### src/rtl/nlt_pkg.sv
// ----------------------------------------------------------------------------
// nlt_pkg
// Types, constants and fixed-point helpers of the nitrogen limited turnover unit
// ----------------------------------------------------------------------------
package nlt_pkg;

  localparam logic [31:0] Q31_ONE  = 32'h8000_0000;
  localparam logic [31:0] RATE_CAP = 32'd214748365;
  localparam logic [63:0] INT64_MAX = 64'h7FFF_FFFF_FFFF_FFFF;
  localparam logic [63:0] INT64_MIN = 64'h8000_0000_0000_0000;

  typedef enum logic [1:0] {
    CLS_PASS = 2'd0,
    CLS_DISS = 2'd1,
    CLS_IDLE = 2'd2,
    CLS_NORM = 2'd3
  } cls_e;

  typedef enum logic [1:0] {
    REG_RATE = 2'd0,
    REG_FRAC = 2'd1,
    REG_EFF  = 2'd2,
    REG_MODE = 2'd3
  } reg_e;

  typedef struct packed {
    logic [31:0] base_rate;
    logic [31:0] pool_fraction;
    logic [31:0] digest_efficiency;
    logic        dissolved_mode;
  } cfg_t;

  typedef struct packed {
    logic        active;
    logic [31:0] env_factor;
    logic [63:0] source_c;
    logic [63:0] source_n;
    logic [31:0] target_cn_goal;
    logic [63:0] n_soil;
    logic [63:0] n_used;
  } in_t;

  typedef struct packed {
    logic [63:0]        new_source_c;
    logic [63:0]        new_source_n;
    logic [63:0]        target_c_add;
    logic [63:0]        target_n_add;
    logic [63:0]        co2_add;
    logic signed [63:0] n_used_delta;
    logic               n_limited;
  } out_t;

  // classified item between front and back
  typedef struct packed {
    cls_e        cls;
    logic [31:0] rate;
    logic [63:0] c;
    logic [63:0] n;
    logic [31:0] goal;
    logic [63:0] n_soil;
    logic [63:0] n_used;
  } qitem_t;

  // item state along the back pipeline
  typedef struct packed {
    cls_e        cls;
    logic [31:0] rate;
    logic [63:0] c;
    logic [63:0] n;
    logic [31:0] goal;
    logic [63:0] n_soil;
    logic [63:0] n_used;
    logic [63:0] kept;
    logic [63:0] c_use_r;
    logic [63:0] n_prod_r;
    logic [63:0] k;
    logic [63:0] n_cons_r;
    logic        ok;
    logic        stop;
    logic        kgt;
    logic [63:0] avail;
    logic [63:0] d2;
    logic [31:0] rsel;
    logic [63:0] n_prod;
    logic [63:0] n_cons;
    logic [63:0] c_use;
    logic [63:0] kept2;
    logic [63:0] delta;
    logic        limited;
  } work_t;

  function automatic logic [31:0] sat_q31(input logic [31:0] v);
    sat_q31 = (v > Q31_ONE) ? Q31_ONE : v;
  endfunction

  // floor(a * b / 2^31) for b <= 2^31, as two 32x32 products
  function automatic logic [63:0] mul_q31(input logic [63:0] a, input logic [31:0] b);
    logic [63:0] p_hi;
    logic [63:0] p_lo;
    p_hi    = 64'(a[63:32]) * 64'(b);
    p_lo    = 64'(a[31:0]) * 64'(b);
    mul_q31 = {p_hi[62:0], 1'b0} + (p_lo >> 31);
  endfunction

endpackage

### src/rtl/nlt_queue.sv
// ----------------------------------------------------------------------------
// nlt_queue
// Two-entry queue between the front and the back
// ----------------------------------------------------------------------------
module nlt_queue (
  input  logic            clk_i,
  input  logic            rst_ni,
  input  logic            push_i,
  input  nlt_pkg::qitem_t push_data_i,
  output logic            full_o,
  output logic            valid_o,
  output nlt_pkg::qitem_t data_o,
  input  logic            pop_i
);

  nlt_pkg::qitem_t mem_q [2];
  logic            wr_ptr_q, wr_ptr_d;
  logic            rd_ptr_q, rd_ptr_d;
  logic [1:0]      cnt_q, cnt_d;

  assign full_o  = cnt_q == 2'd2;
  assign valid_o = cnt_q != 2'd0;
  assign data_o  = mem_q[rd_ptr_q];

  always_comb begin
    wr_ptr_d = push_i ? !wr_ptr_q : wr_ptr_q;
    rd_ptr_d = pop_i ? !rd_ptr_q : rd_ptr_q;
    cnt_d    = cnt_q + 2'(push_i) - 2'(pop_i);
  end

  always_ff @(posedge clk_i or negedge rst_ni) begin
    if (!rst_ni) begin
      wr_ptr_q <= 1'b0;
      rd_ptr_q <= 1'b0;
      cnt_q    <= 2'd0;
    end else begin
      wr_ptr_q <= wr_ptr_d;
      rd_ptr_q <= rd_ptr_d;
      cnt_q    <= cnt_d;
    end
  end

  always_ff @(posedge clk_i) begin
    if (push_i) begin
      mem_q[wr_ptr_q] <= push_data_i;
    end
  end

endmodule

### config.mk
export PLATFORM = sky130hd
export DESIGN_NAME = nlt_queue
export DESIGN_NICKNAME = d
export VERILOG_FILES = /design/src/rtl/nlt_pkg.sv /design/src/rtl/nlt_queue.sv
export SDC_FILE = /design/constraint.sdc
export NUM_CORES = 1
export LEC_CHECK = 0
export ABC_AREA = 1
export ABC_CLOCK_PERIOD_IN_PS = 35300
export BUFFER_PORTS_ARGS = -buffer_cell sky130_fd_sc_hd__buf_2
export CAP_MARGIN = 0
export CORE_AREA = 2 2 256 258
export CTS_CLUSTER_SIZE = 14
export DETAILED_ROUTE_END_ITERATION = 8
export DIE_AREA = 0 0 258 260
export PLACE_DENSITY = 0.69
export SYNTH_ARGS = -nofsm -noshare
export SYNTH_HDL_FRONTEND = slang
export SYNTH_SLANG_ARGS = --single-unit
### constraint.sdc
create_clock -name clk_i -period 35.3 [get_ports clk_i]
set_input_delay 3.53 -clock clk_i [delete_from_list [all_inputs] [get_ports clk_i]]
set_output_delay 3.53 -clock clk_i [all_outputs]
set_load 0.1 [all_outputs]
# ---- Word-level counts from Yosys, hierarchy flattened
# Memories as Yosys holds them, arrays and structs flattened.
# Cells that the tools add are included.
dict set report op_classes {
  n_mux 2
  n_eq_ne 1
  n_reduce_logical 3
  addsub 2
}
# op count
set op_table {}
lappend op_table {{adder 2 x 1 -> 2 bit} 1}
lappend op_table {{== test 2 bit (second input constant)} 1}
lappend op_table {{logical NOT 1 bit} 2}
lappend op_table {{2-to-1 mux 1 bit} 2}
lappend op_table {{nonzero test 2 bit} 1}
lappend op_table {{subtractor 2 x 1 -> 2 bit} 1}
dict set report word_totals {
  word_cells 12
  out_inout_bits 324
  input_bits 326
  register_bits 4
  ram_bits 644
  memories 1
}
# name depth word_bits read_ports rd_ports_with_merged_regs wr line
set memory_table {}
lappend memory_table {mem_q 2 322 1 0 1 nlt_queue.sv:16} ;# nlt_pkg::qitem_t mem_q [2];

# ---- Depth between registers and ports, before layout
# Gate-level depths: netlist (run 1).
dict set report depth {
  ltp_word 2
  depth_mapped 7
  depth_no_buf 7
}

# ---- Worst setup path after synthesis (run 1)
# Ideal clock, no wire load.
dict set report synth_timing {
  path_type {input port to flip-flop}
  from {in push_i}
  to {mem mem_q[0][0] in the netlist's numbering, enable pin}
  cell_stages 2
  slack_ns 17.262
  setup_ns 1.021
  arrival_ns 17.017
  path_buffers 0
  required_time_ns 34.279
  path_cell_list {inv_1 -> nor2_1}
}
dict set report synth_between {
  elab_chain_cells 2
}
# element line
set synth_rtl {}
lappend synth_rtl {{start: declaration} nlt_queue.sv:8} ;# input logic push_i,
lappend synth_rtl {{2-to-1 mux 1 bit} nlt_queue.sv:44} ;# if (push_i) begin
lappend synth_rtl {{2-to-1 mux 1 bit (not written as such)} nlt_queue.sv:45} ;# mem_q[wr_ptr_q] <= push_data_i;
lappend synth_rtl {{end: declaration} nlt_queue.sv:16}
# Every way passes these cells.

==> results of run 1 <==
==> logic make-up after synthesis <==
family / synth area share
adder cells (fa/ha/maj): 0.00104
flip-flops: 0.810
AND/OR/NAND/NOR: 0.0520
XOR/XNOR: 0.000730
buffers and inverters: 0.0693
AO/OA/AOI/OAI: 0.0671
==> flip-flops by register name, summed over array words and instances, names as in the netlist <==
register and cells:
mem_q 644, cnt_q 2, rd_ptr_q 1, wr_ptr_q 1
==> layer usage <==
| metal | GRT usage | part of all wire | wire length, um |
|---|---|---|---|
| met3 | 0.0581 | 0.097 | 5460 |
| met1 | 0.177 | 0.36 | 20400 |
| met5 | 0 | 0.00048 | 27 |
| met2 | 0.276 | 0.51 | 28700 |
| met4 | 0.0774 | 0.032 | 1780 |
==> area by class of cell <==
type | instances | area (um^2)
Fill cell | 5621 | 33900
Sequential cell | 648 | 19400
Timing Repair Buffer | 661 | 3350
Multi-Input combinational cell | 658 | 2910
Clock buffer | 87 | 1830
Inverter | 329 | 1240
Tap cell | 855 | 1070
Clock inverter | 36 | 372
Antenna cell | 20 | 50.0
==> cells in the final DEF (no fill, tap or decap), drive strengths merged <==
master,count
clkinv,25
nor2,2
nand3,1
nand2,329
buf,661
inv,335
clkbuf,87
ha,2
diode,20
xor2,2
dfrtp,4
edfxtp,644
bufinv,5
o21ai,322
==> worst min-delay path by stage <==
| stage | start | endpoint | slack (ps) | cells after the start |
|---|---|---|---|---|
| global route | wr_ptr_q$_DFFE_PN0P_ | wr_ptr_q$_DFFE_PN0P_ | 580 | 1 |
| CTS | wr_ptr_q$_DFFE_PN0P_ | wr_ptr_q$_DFFE_PN0P_ | 550 | 1 |
| detailed placement | wr_ptr_q$_DFFE_PN0P_ | wr_ptr_q$_DFFE_PN0P_ | 540 | 1 |
| global placement | wr_ptr_q$_DFFE_PN0P_ | wr_ptr_q$_DFFE_PN0P_ | 530 | 1 |
| finish | wr_ptr_q$_DFFE_PN0P_ | wr_ptr_q$_DFFE_PN0P_ | 550 | 1 |
| floorplan | wr_ptr_q$_DFFE_PN0P_ | wr_ptr_q$_DFFE_PN0P_ | 460 | 1 |
==> metrics by stage <==
step | setup slack (ps) | hold slack [ps] | util | area [um^2] | cells
after detailed placement | 27670 | 540 | 0.437 | 28000 | 3151
final | 27010 | 553 | 0.472 | 30300 | 3294
after global routing | 26590 | 584 | 0.472 | 30300 | 3292
after global placement | 27930 | 529 | 0.437 | 28000 | 3151
after floorplan | 17260 | 463 | - | 24000 | 1707
after CTS | 27010 | 552 | 0.471 | 30200 | 3274
==> flow_metrics.env, run 1 <==
export IMPL_outcome="finished clean"
export IMPL_cap_violations=0
export IMPL_synth_fp_nets=2035
export IMPL_max_freq_ghz=0.121
export IMPL_synth_most_common_cell="edfxtp_1"
export IMPL_hold_violations=0
export IMPL_grt_pass1_vias=14800
export IMPL_gr_total_overflow=0
export IMPL_dr_first_iter_drc_count=1046
export IMPL_area_growth_synth_to_final_pct=26.1
export IMPL_layout_drive_gt1_share=0.313
export IMPL_worst_slew_margin_rel=0.285
export IMPL_coreArea_um2=64100
export IMPL_finalCritPeriodShare=0.235
export IMPL_crit_path_top_delay_cell="dfrtp_4"
export IMPL_synth_distinct_cells=15
export IMPL_via_count=14900
export IMPL_tightestPinTransition_ps=1070
export IMPL_fin_nets=2694
export IMPL_timing_rr_end="mem_q[0][222]$_DFFE_PP_"
export IMPL_syn_area_um2=24000
export IMPL_slowest_delay_ps=890
export IMPL_io_pins=650
export IMPL_initial_core_util=0.374
export IMPL_viasPerCell=4.53
export IMPL_post_cts_buffers=0
export IMPL_die_y_um=260
export IMPL_r2r_cells=4
export IMPL_hold_buffers=0
export IMPL_ctsResizeCount=0
export IMPL_hp_class="register to register"
export IMPL_wirelength_um=56400
export IMPL_critPathArrivalTime_ps=4760
export IMPL_worstPathMaxFanout=130
export IMPL_netlist_top_cells_area="edfxtp_1 (81%), o21ai_0 (5.6%), inv_1 (5.1%)"
export IMPL_port_buffers=649
export IMPL_synth_main_ff_cell="edfxtp_1"
export IMPL_grt_max_degree=260
export IMPL_cts_tree="built"
export IMPL_clock_sinks=648
export IMPL_final_setup_tns_ps=0
export IMPL_end_kind="output port"
export IMPL_async_reset_ff_frac=0.00617
export IMPL_antenna_found_initial=22
export IMPL_hpwl_um=39200
export IMPL_die_area_um2=67100
export IMPL_timing_rr_start="wr_ptr_q$_DFFE_PN0P_"
export IMPL_ys_seq_area_frac=0.810
export IMPL_synth_top_area_share=0.806
export IMPL_cts_root_buf="clkbuf_16"
export IMPL_synth_commonest_cells="edfxtp_1 (644), inv_1 (329), nand2_1 (329)"
export IMPL_grt_usage=0.161
export IMPL_wl_per_cell_um=17.1
export IMPL_synth_edf_count=644
export IMPL_yosys_warnings=0
export IMPL_drv_slew=0
export IMPL_cp_required_ps=31770
export IMPL_worstSetupEndpoint="data_o[246]"
export IMPL_firstDrtPassIters=6
export IMPL_ys_ff_latch=648
export IMPL_clock_skew_ps=23.5
export IMPL_rsz0062_at_grt="false"
export IMPL_clockBufferDepth=3
export IMPL_drc=0
export IMPL_row_count=93
export IMPL_rrSetupSlack_ps=31830
export IMPL_htreeDepth=3
export IMPL_clk_insertion_delay_late_ps=610
export IMPL_crit_start="rd_ptr_q$_DFFE_PN0P_"
export IMPL_critical_path_depth=6
export IMPL_fin_crit_ps=8290
export IMPL_critPathKind="register to output port"
export IMPL_dieWidth_um=258
export IMPL_clkSlewWorstSetupHoldPaths_ps=60
export IMPL_start_kind="register"
export IMPL_cpMostUsedCell="buf_4"
export IMPL_synth_cells=1707
export IMPL_gp_congestion=0.902
export IMPL_antenna_left=0
export IMPL_synth_top_area_cell="edfxtp_1"
export IMPL_path_cells="buf_4 > buf_4 > buf_4 > nand2_1 > o21ai_1 > buf_2"
export IMPL_setup_viol=0
export IMPL_grt_pass1_wl_um=82800
export IMPL_cts_buffers_inserted=68
export IMPL_critPathTopFamily="buffers and inverters"
export IMPL_synth_avg_cell_area_um2=14.1
export IMPL_crit_buf_inv=4
Power of run 1 is not shown: default switching activity piles up to over one toggle a cycle in this logic, so the estimate is an artifact.
==> run 2: changes to the inputs <==
--- a/config.mk
+++ b/config.mk
@@ -6,7 +6,7 @@
 export NUM_CORES = 1
 export LEC_CHECK = 0
 export ABC_AREA = 1
-export ABC_CLOCK_PERIOD_IN_PS = 35300
+export ABC_CLOCK_PERIOD_IN_PS = 8650
 export BUFFER_PORTS_ARGS = -buffer_cell sky130_fd_sc_hd__buf_2
 export CAP_MARGIN = 0
 export CORE_AREA = 2 2 256 258
==> constraint.sdc (replaced) <==
create_clock -name clk_i -period 8.65 [get_ports clk_i]
set_input_delay 0.865 -clock clk_i [delete_from_list [all_inputs] [get_ports clk_i]]
set_output_delay 0.865 -clock clk_i [all_outputs]
set_load 0.1 [all_outputs]
==> flow_metrics.env, run 2 (synthesized netlist as in run 1, its figures left out) <==
export IMPL_hpwl_um=37800
export IMPL_reg_top3="mem_q (644), cnt_q (2)"
export IMPL_path_cells="buf_4 > buf_12 > nand2_1 > o21ai_1 > buf_2"
export IMPL_grt_max_degree=225
export IMPL_cts_buffers_inserted=67
export IMPL_final_cell_mix="buf_2 (649), edfxtp_1 (644), nand2_1 (329), inv_1 (328), o21ai_0 (270)"
export IMPL_row_count=93
export IMPL_hold_buffers=0
export IMPL_finalCritPeriodShare=0.497
export IMPL_crit_buf_inv=3
export IMPL_fin_nets=2690
export IMPL_end_kind="output port"
export IMPL_clkSlewWorstSetupHoldPaths_ps=60
export IMPL_drc=0
export IMPL_layout_commonest_cell="buf_2"
export IMPL_crit_path_top_delay_cell="buf_4"
export IMPL_critPathArrivalTime_ps=3440
export IMPL_place_area_um2=28000
export IMPL_timing_rr_start="wr_ptr_q$_DFFE_PN0P_"
export IMPL_htreeDepth=3
export IMPL_tightestPinTransition_ps=1130
export IMPL_worst_slew_margin_rel=0.247
export IMPL_top_layer="met5"
export IMPL_grt_usage=0.158
export IMPL_ctsResizeCount=0
export IMPL_fin_crit_ps=4300
export IMPL_wirelength_um=54900
export IMPL_worstPathMaxFanout=215
export IMPL_antenna_found_initial=24
export IMPL_fin_util=0.469
export IMPL_antenna_left=0
export IMPL_coreArea_um2=64100
export IMPL_dp_cells=3148
export IMPL_die_y_um=260
export IMPL_area_growth_synth_to_final_pct=25.4
export IMPL_cap_violations=0
export IMPL_slowest_delay_ps=770
export IMPL_port_buffers=649
export IMPL_wl_per_cell_um=16.8
export IMPL_layout_cells_non_filler=3278
export IMPL_wl_met1_um=20000
export IMPL_clk_insertion_delay_late_ps=600
export IMPL_post_cts_buffers=0
export IMPL_timing_rr_end="mem_q[1][220]$_DFFE_PP_"
export IMPL_top_register="mem_q"
export IMPL_post_route_cell_area_um2=30100
export IMPL_hold_violations=0
export IMPL_outcome="finished clean"
export IMPL_io_pins=650
export IMPL_die_area_um2=67100
export IMPL_dr_first_iter_drc_count=1077
export IMPL_critPathTopFamily="buffers and inverters"
export IMPL_initial_core_util=0.374
export IMPL_rsz0062_at_grt="false"
export IMPL_firstDrtPassIters=5
export IMPL_r2r_cells=3
export IMPL_grt_pass1_wl_um=81100
export IMPL_largest_reg_flops=644
export IMPL_cp_required_ps=7790
export IMPL_final_setup_tns_ps=0
export IMPL_drv_slew=0
export IMPL_setup_viol=0
export IMPL_critPathKind="register to output port"
export IMPL_via_count=14700
export IMPL_clock_skew_ps=15.1
export IMPL_gr_total_overflow=0
export IMPL_wl_met2_um=26900
export IMPL_max_freq_ghz=0.232
export IMPL_viasPerCell=4.50
export IMPL_dieWidth_um=258
export IMPL_clockBufferDepth=3
export IMPL_clock_sinks=648
export IMPL_gp_congestion=0.861
export IMPL_layout_drive_gt1_share=0.311
export IMPL_cts_root_buf="clkbuf_16"
export IMPL_start_kind="register"
export IMPL_rrSetupSlack_ps=6040
export IMPL_cts_tree="built"
export IMPL_grt_pass1_vias=14600
export IMPL_hp_class="input port to asynchronous set/reset pin"
export IMPL_wl_met3_um=5450
## run 2: changes by cell type in the layout (fill, tap and decap cells not counted), sizes merged
cell / delta
bufinv: -4
diode: -2
clkbuf: -11
buf: -3
inv: +1
clkinvlp: +3
## run 2: layout make-up
type / instances / area [um^2]
clock inverters: 36 / 279
flip-flops and latches: 648 / 19400
well taps: 855 / 1070
diodes: 18 / 45.0
multi-input cells: 658 / 2910
clock buffers: 76 / 1730
inverters: 329 / 1240
repair buffers: 658 / 3380
fillers: 5701 / 34000
## run 2: routing by layer
metal	vias up	GRT usage
met5	-	0
met4	18	0.0898
met3	154	0.0593
met2	634	0.264
met1	6826	0.173
li1	7108	-
## run 2: worst max-delay path by stage
| stage | from | endpoint | cells after the start |
|---|---|---|---|
| 2_1_floorplan | push_i | mem_q[1][0]$_DFFE_PP_ | 2 |
| 3_3_place_gp | rd_ptr_q$_DFFE_PN0P_ | data_o[62] | 5 |
| 3_5_place_dp | rd_ptr_q$_DFFE_PN0P_ | data_o[62] | 5 |
| 4_1_cts | rd_ptr_q$_DFFE_PN0P_ | data_o[62] | 5 |
| 5_1_grt | rd_ptr_q$_DFFE_PN0P_ | data_o[187] | 5 |
| 6_report | rd_ptr_q$_DFFE_PN0P_ | data_o[204] | 5 |
## run 2: through the flow
step	setup WS, ps	hold WS (ps)
after detailed placement	5000	548
after CTS	4340	22.4
after global placement	5060	529
final	4350	68.7
after floorplan	845	515
after global routing	4070	40.4
## run 2: worst reg2reg max path: cells and delay by family, from the launching register on
family                 cells  cell delay [ps]
and+or+nand+nor            1              160
DFF                        1              420
buffers and inverters      2             1240
Power of run 2 is left out for the same reason.
==> run 3: changes to the inputs <==
==> config.mk (replaced) <==
export PLATFORM = sky130hd
export DESIGN_NAME = nlt_queue
export DESIGN_NICKNAME = d
export VERILOG_FILES = /design/src/rtl/nlt_pkg.sv /design/src/rtl/nlt_queue.sv
export SDC_FILE = /design/constraint.sdc
export NUM_CORES = 1
export LEC_CHECK = 0
export ABC_AREA = 0
export ABC_CLOCK_PERIOD_IN_PS = 4200
export BUFFER_PORTS_ARGS = -buffer_cell sky130_fd_sc_hd__buf_2
export CAP_MARGIN = 0
export CORE_MARGIN = 2
export CORE_UTILIZATION = 40
export CTS_CLUSTER_SIZE = 14
export DETAILED_ROUTE_END_ITERATION = 8
export PLACE_DENSITY = 0.72
export SYNTH_ARGS = -nofsm -noshare
export SYNTH_HDL_FRONTEND = slang
export SYNTH_SLANG_ARGS = --single-unit
==> constraint.sdc (replaced) <==
create_clock -name clk_i -period 4.2 [get_ports clk_i]
set_input_delay 0.42 -clock clk_i [delete_from_list [all_inputs] [get_ports clk_i]]
set_output_delay 0.42 -clock clk_i [all_outputs]
set_load 0.1 [all_outputs]
==> flow_metrics.env, run 3 <==
export IMPL_row_count=90
export IMPL_path_cells="buf_12 > buf_4 > mux2_2 > buf_2"
export IMPL_dieWidth_um=252
export IMPL_coreArea_um2=60500
export IMPL_port_buffers=649
export IMPL_synth_commonest_cells="edfxtp_1 (644), mux2_4 (270), mux2_2 (52)"
export IMPL_clkSlewWorstSetupHoldPaths_ps=60
export IMPL_gp_congestion=0.883
export IMPL_viasPerCell=4.72
export IMPL_drc=0
export IMPL_firstDrtPassIters=5
export IMPL_ys_ff_latch=648
export IMPL_ctsResizeCount=0
export IMPL_clock_sinks=648
export IMPL_finalCritPeriodShare=0.726
export IMPL_netlist_top_cells_area="edfxtp_1 (79%), mux2_4 (17%), mux2_2 (2.4%)"
export IMPL_largest_reg_flops=644
export IMPL_layout_commonest_cell="buf_2"
export IMPL_htreeDepth=3
export IMPL_dr_first_iter_drc_count=793
export IMPL_hold_slack_ps=49.6
export IMPL_cts_buffers_inserted=69
export IMPL_worst_slew_margin_rel=0.337
export IMPL_initial_core_util=0.406
export IMPL_fin_nets=2375
export IMPL_grt_pass1_wl_um=86400
export IMPL_start_kind="register"
export IMPL_ys_seq_area_frac=0.792
export IMPL_antenna_found_initial=1
export IMPL_io_pins=650
export IMPL_nFillCells=4372
export IMPL_critPathKind="register to output port"
export IMPL_grt_max_degree=144
export IMPL_final_cell_mix="buf_2 (649), edfxtp_1 (644), dlygate4sd3_1 (313), mux2_4 (270), clkbuf_16 (70)"
export IMPL_die_area_um2=63400
export IMPL_synth_edf_count=644
export IMPL_cap_violations=0
export IMPL_antenna_left=0
export IMPL_synth_cells=1017
export IMPL_clock_skew_ps=17.4
export IMPL_cp_required_ps=3780
export IMPL_rsz0062_at_grt="false"
export IMPL_yosys_warnings=0
export IMPL_synth_top_area_share=0.788
export IMPL_worstPathMaxFanout=36
export IMPL_area_growth_synth_to_final_pct=39.1
export IMPL_max_freq_ghz=0.328
export IMPL_post_route_cell_area_um2=34100
export IMPL_synth_distinct_cells=13
export IMPL_final_setup_tns_ps=0
export IMPL_synth_most_common_cell="edfxtp_1"
export IMPL_wirelength_um=59400
export IMPL_via_count=13600
export IMPL_tightestPinTransition_ps=994
export IMPL_syn_area_um2=24600
export IMPL_synth_main_ff_cell="edfxtp_1"
export IMPL_post_cts_buffers=0
export IMPL_hp_class="input port to register"
export IMPL_synth_top_area_cell="edfxtp_1"
export IMPL_synth_fp_nets=1345
export IMPL_drv_slew=0
export IMPL_outcome="finished clean"
export IMPL_fin_crit_ps=3050
export IMPL_top_register="mem_q"
export IMPL_setup_viol=0
export IMPL_clockBufferDepth=3
export IMPL_hold_violations=0
export IMPL_critPathArrivalTime_ps=2630
export IMPL_cts_tree="built"
export IMPL_grt_usage=0.180
export IMPL_die_y_um=252
export IMPL_clk_insertion_delay_late_ps=590
export IMPL_gr_total_overflow=0
export IMPL_synth_avg_cell_area_um2=24.1
export IMPL_slowest_delay_ps=670
export IMPL_reg_top3="mem_q (644), cnt_q (2)"
export IMPL_grt_pass1_vias=14900
export IMPL_layout_drive_gt1_share=0.526
export IMPL_end_kind="output port"
export IMPL_cts_root_buf="clkbuf_16"
export IMPL_crit_path_top_delay_cell="dfrtp_4"
export IMPL_hpwl_um=38100
export IMPL_wl_per_cell_um=20.6
export IMPL_async_reset_ff_frac=0.00617
export IMPL_place_area_um2=28800
run 3: cell count changes in the layout (fill, tap and decap cells not counted), moves of 52 or more:
cell and change:
nand2_1 -329, o21ai_0 -270, inv_1 -326, mux2_4 +270, o21ai_1 -52, mux2_2 +52
dlygate4sd3_1 +313
run 3: cells by family after synthesis:
kind of cell             synth area share
XOR/XNOR                          0.00168
adder cells (fa/ha/maj)           0.00102
buffers and inverters              0.0155
flip-flops                          0.792
multiplexers                        0.189
AND/OR/NAND/NOR                   0.00102
run 3: metrics by stage:
step | setup slack, ps | std cells | util
detailed placement | 1750 | 2445 | 0.476
floorplan | -1470 | 1017 | -
global route | 1020 | 2880 | 0.565
finish | 1150 | 2880 | 0.565
global placement | 1780 | 2445 | 0.476
CTS | 1080 | 2879 | 0.565
run 3: what timing repair did:
| item | in CTS | in global routing |
|---|---|---|
| hold endpoints to repair | 628 | 0 |
| hold buffers | 313 | 0 |
| endpoints found under the setup margin | 0 | 0 |
run 3: worst max-delay path, delay by kind of cell (launching register included):
| kind | cells | cell delay, ps |
|---|---|---|
| flops | 1 | 670 |
| buf+inv | 3 | 920 |
| mux | 1 | 370 |
run 3: final timing paths:
| path | from | cells after the start | slack [ps] | endpoint |
|---|---|---|---|---|
| setup / recovery | rd_ptr_q$_DFFE_PN0P_ | 4 | 1150 | data_o[31] |
| hold / removal | push_data_i[38] | 1 | 50 | mem_q[0][38]$_DFFE_PP_ |
| setup reg to reg | wr_ptr_q$_DFFE_PN0P_ | 2 | 2110 | mem_q[1][114]$_DFFE_PP_ |
| hold reg to reg | wr_ptr_q$_DFFE_PN0P_ | 1 | 550 | wr_ptr_q$_DFFE_PN0P_ |
| max in group asynchronous | rst_ni | 2 | 3890 | rd_ptr_q$_DFFE_PN0P_ |
| min in group asynchronous | rst_ni | 2 | 160 | cnt_q[1]$_DFF_PN0_ |
run 3: final cells by class:
class                           count  area (um^2)  area share
Sequential cell                   648        19400       0.569
Clock buffer                       84         1810      0.0531
Inverter                            2         7.51    0.000220
Timing Repair Buffer              995         6750       0.198
Clock inverter                     37          404      0.0118
Multi-Input combinational cell    331         4740       0.139
Antenna cell                        1         2.50   0.0000733
Tap cell                          782          978      0.0287
run 3: metal layers:
metal  GRT usage  up-vias  share of wire  wire (um)
li1            -     6126              -          -
met1       0.193     6797           0.36      21100
met2       0.330      528           0.54      31900
met3      0.0506      141          0.069       4070
met4      0.0796        0          0.038       2270
met5           0        -              0          0
Power of run 3 is left out for the same reason.
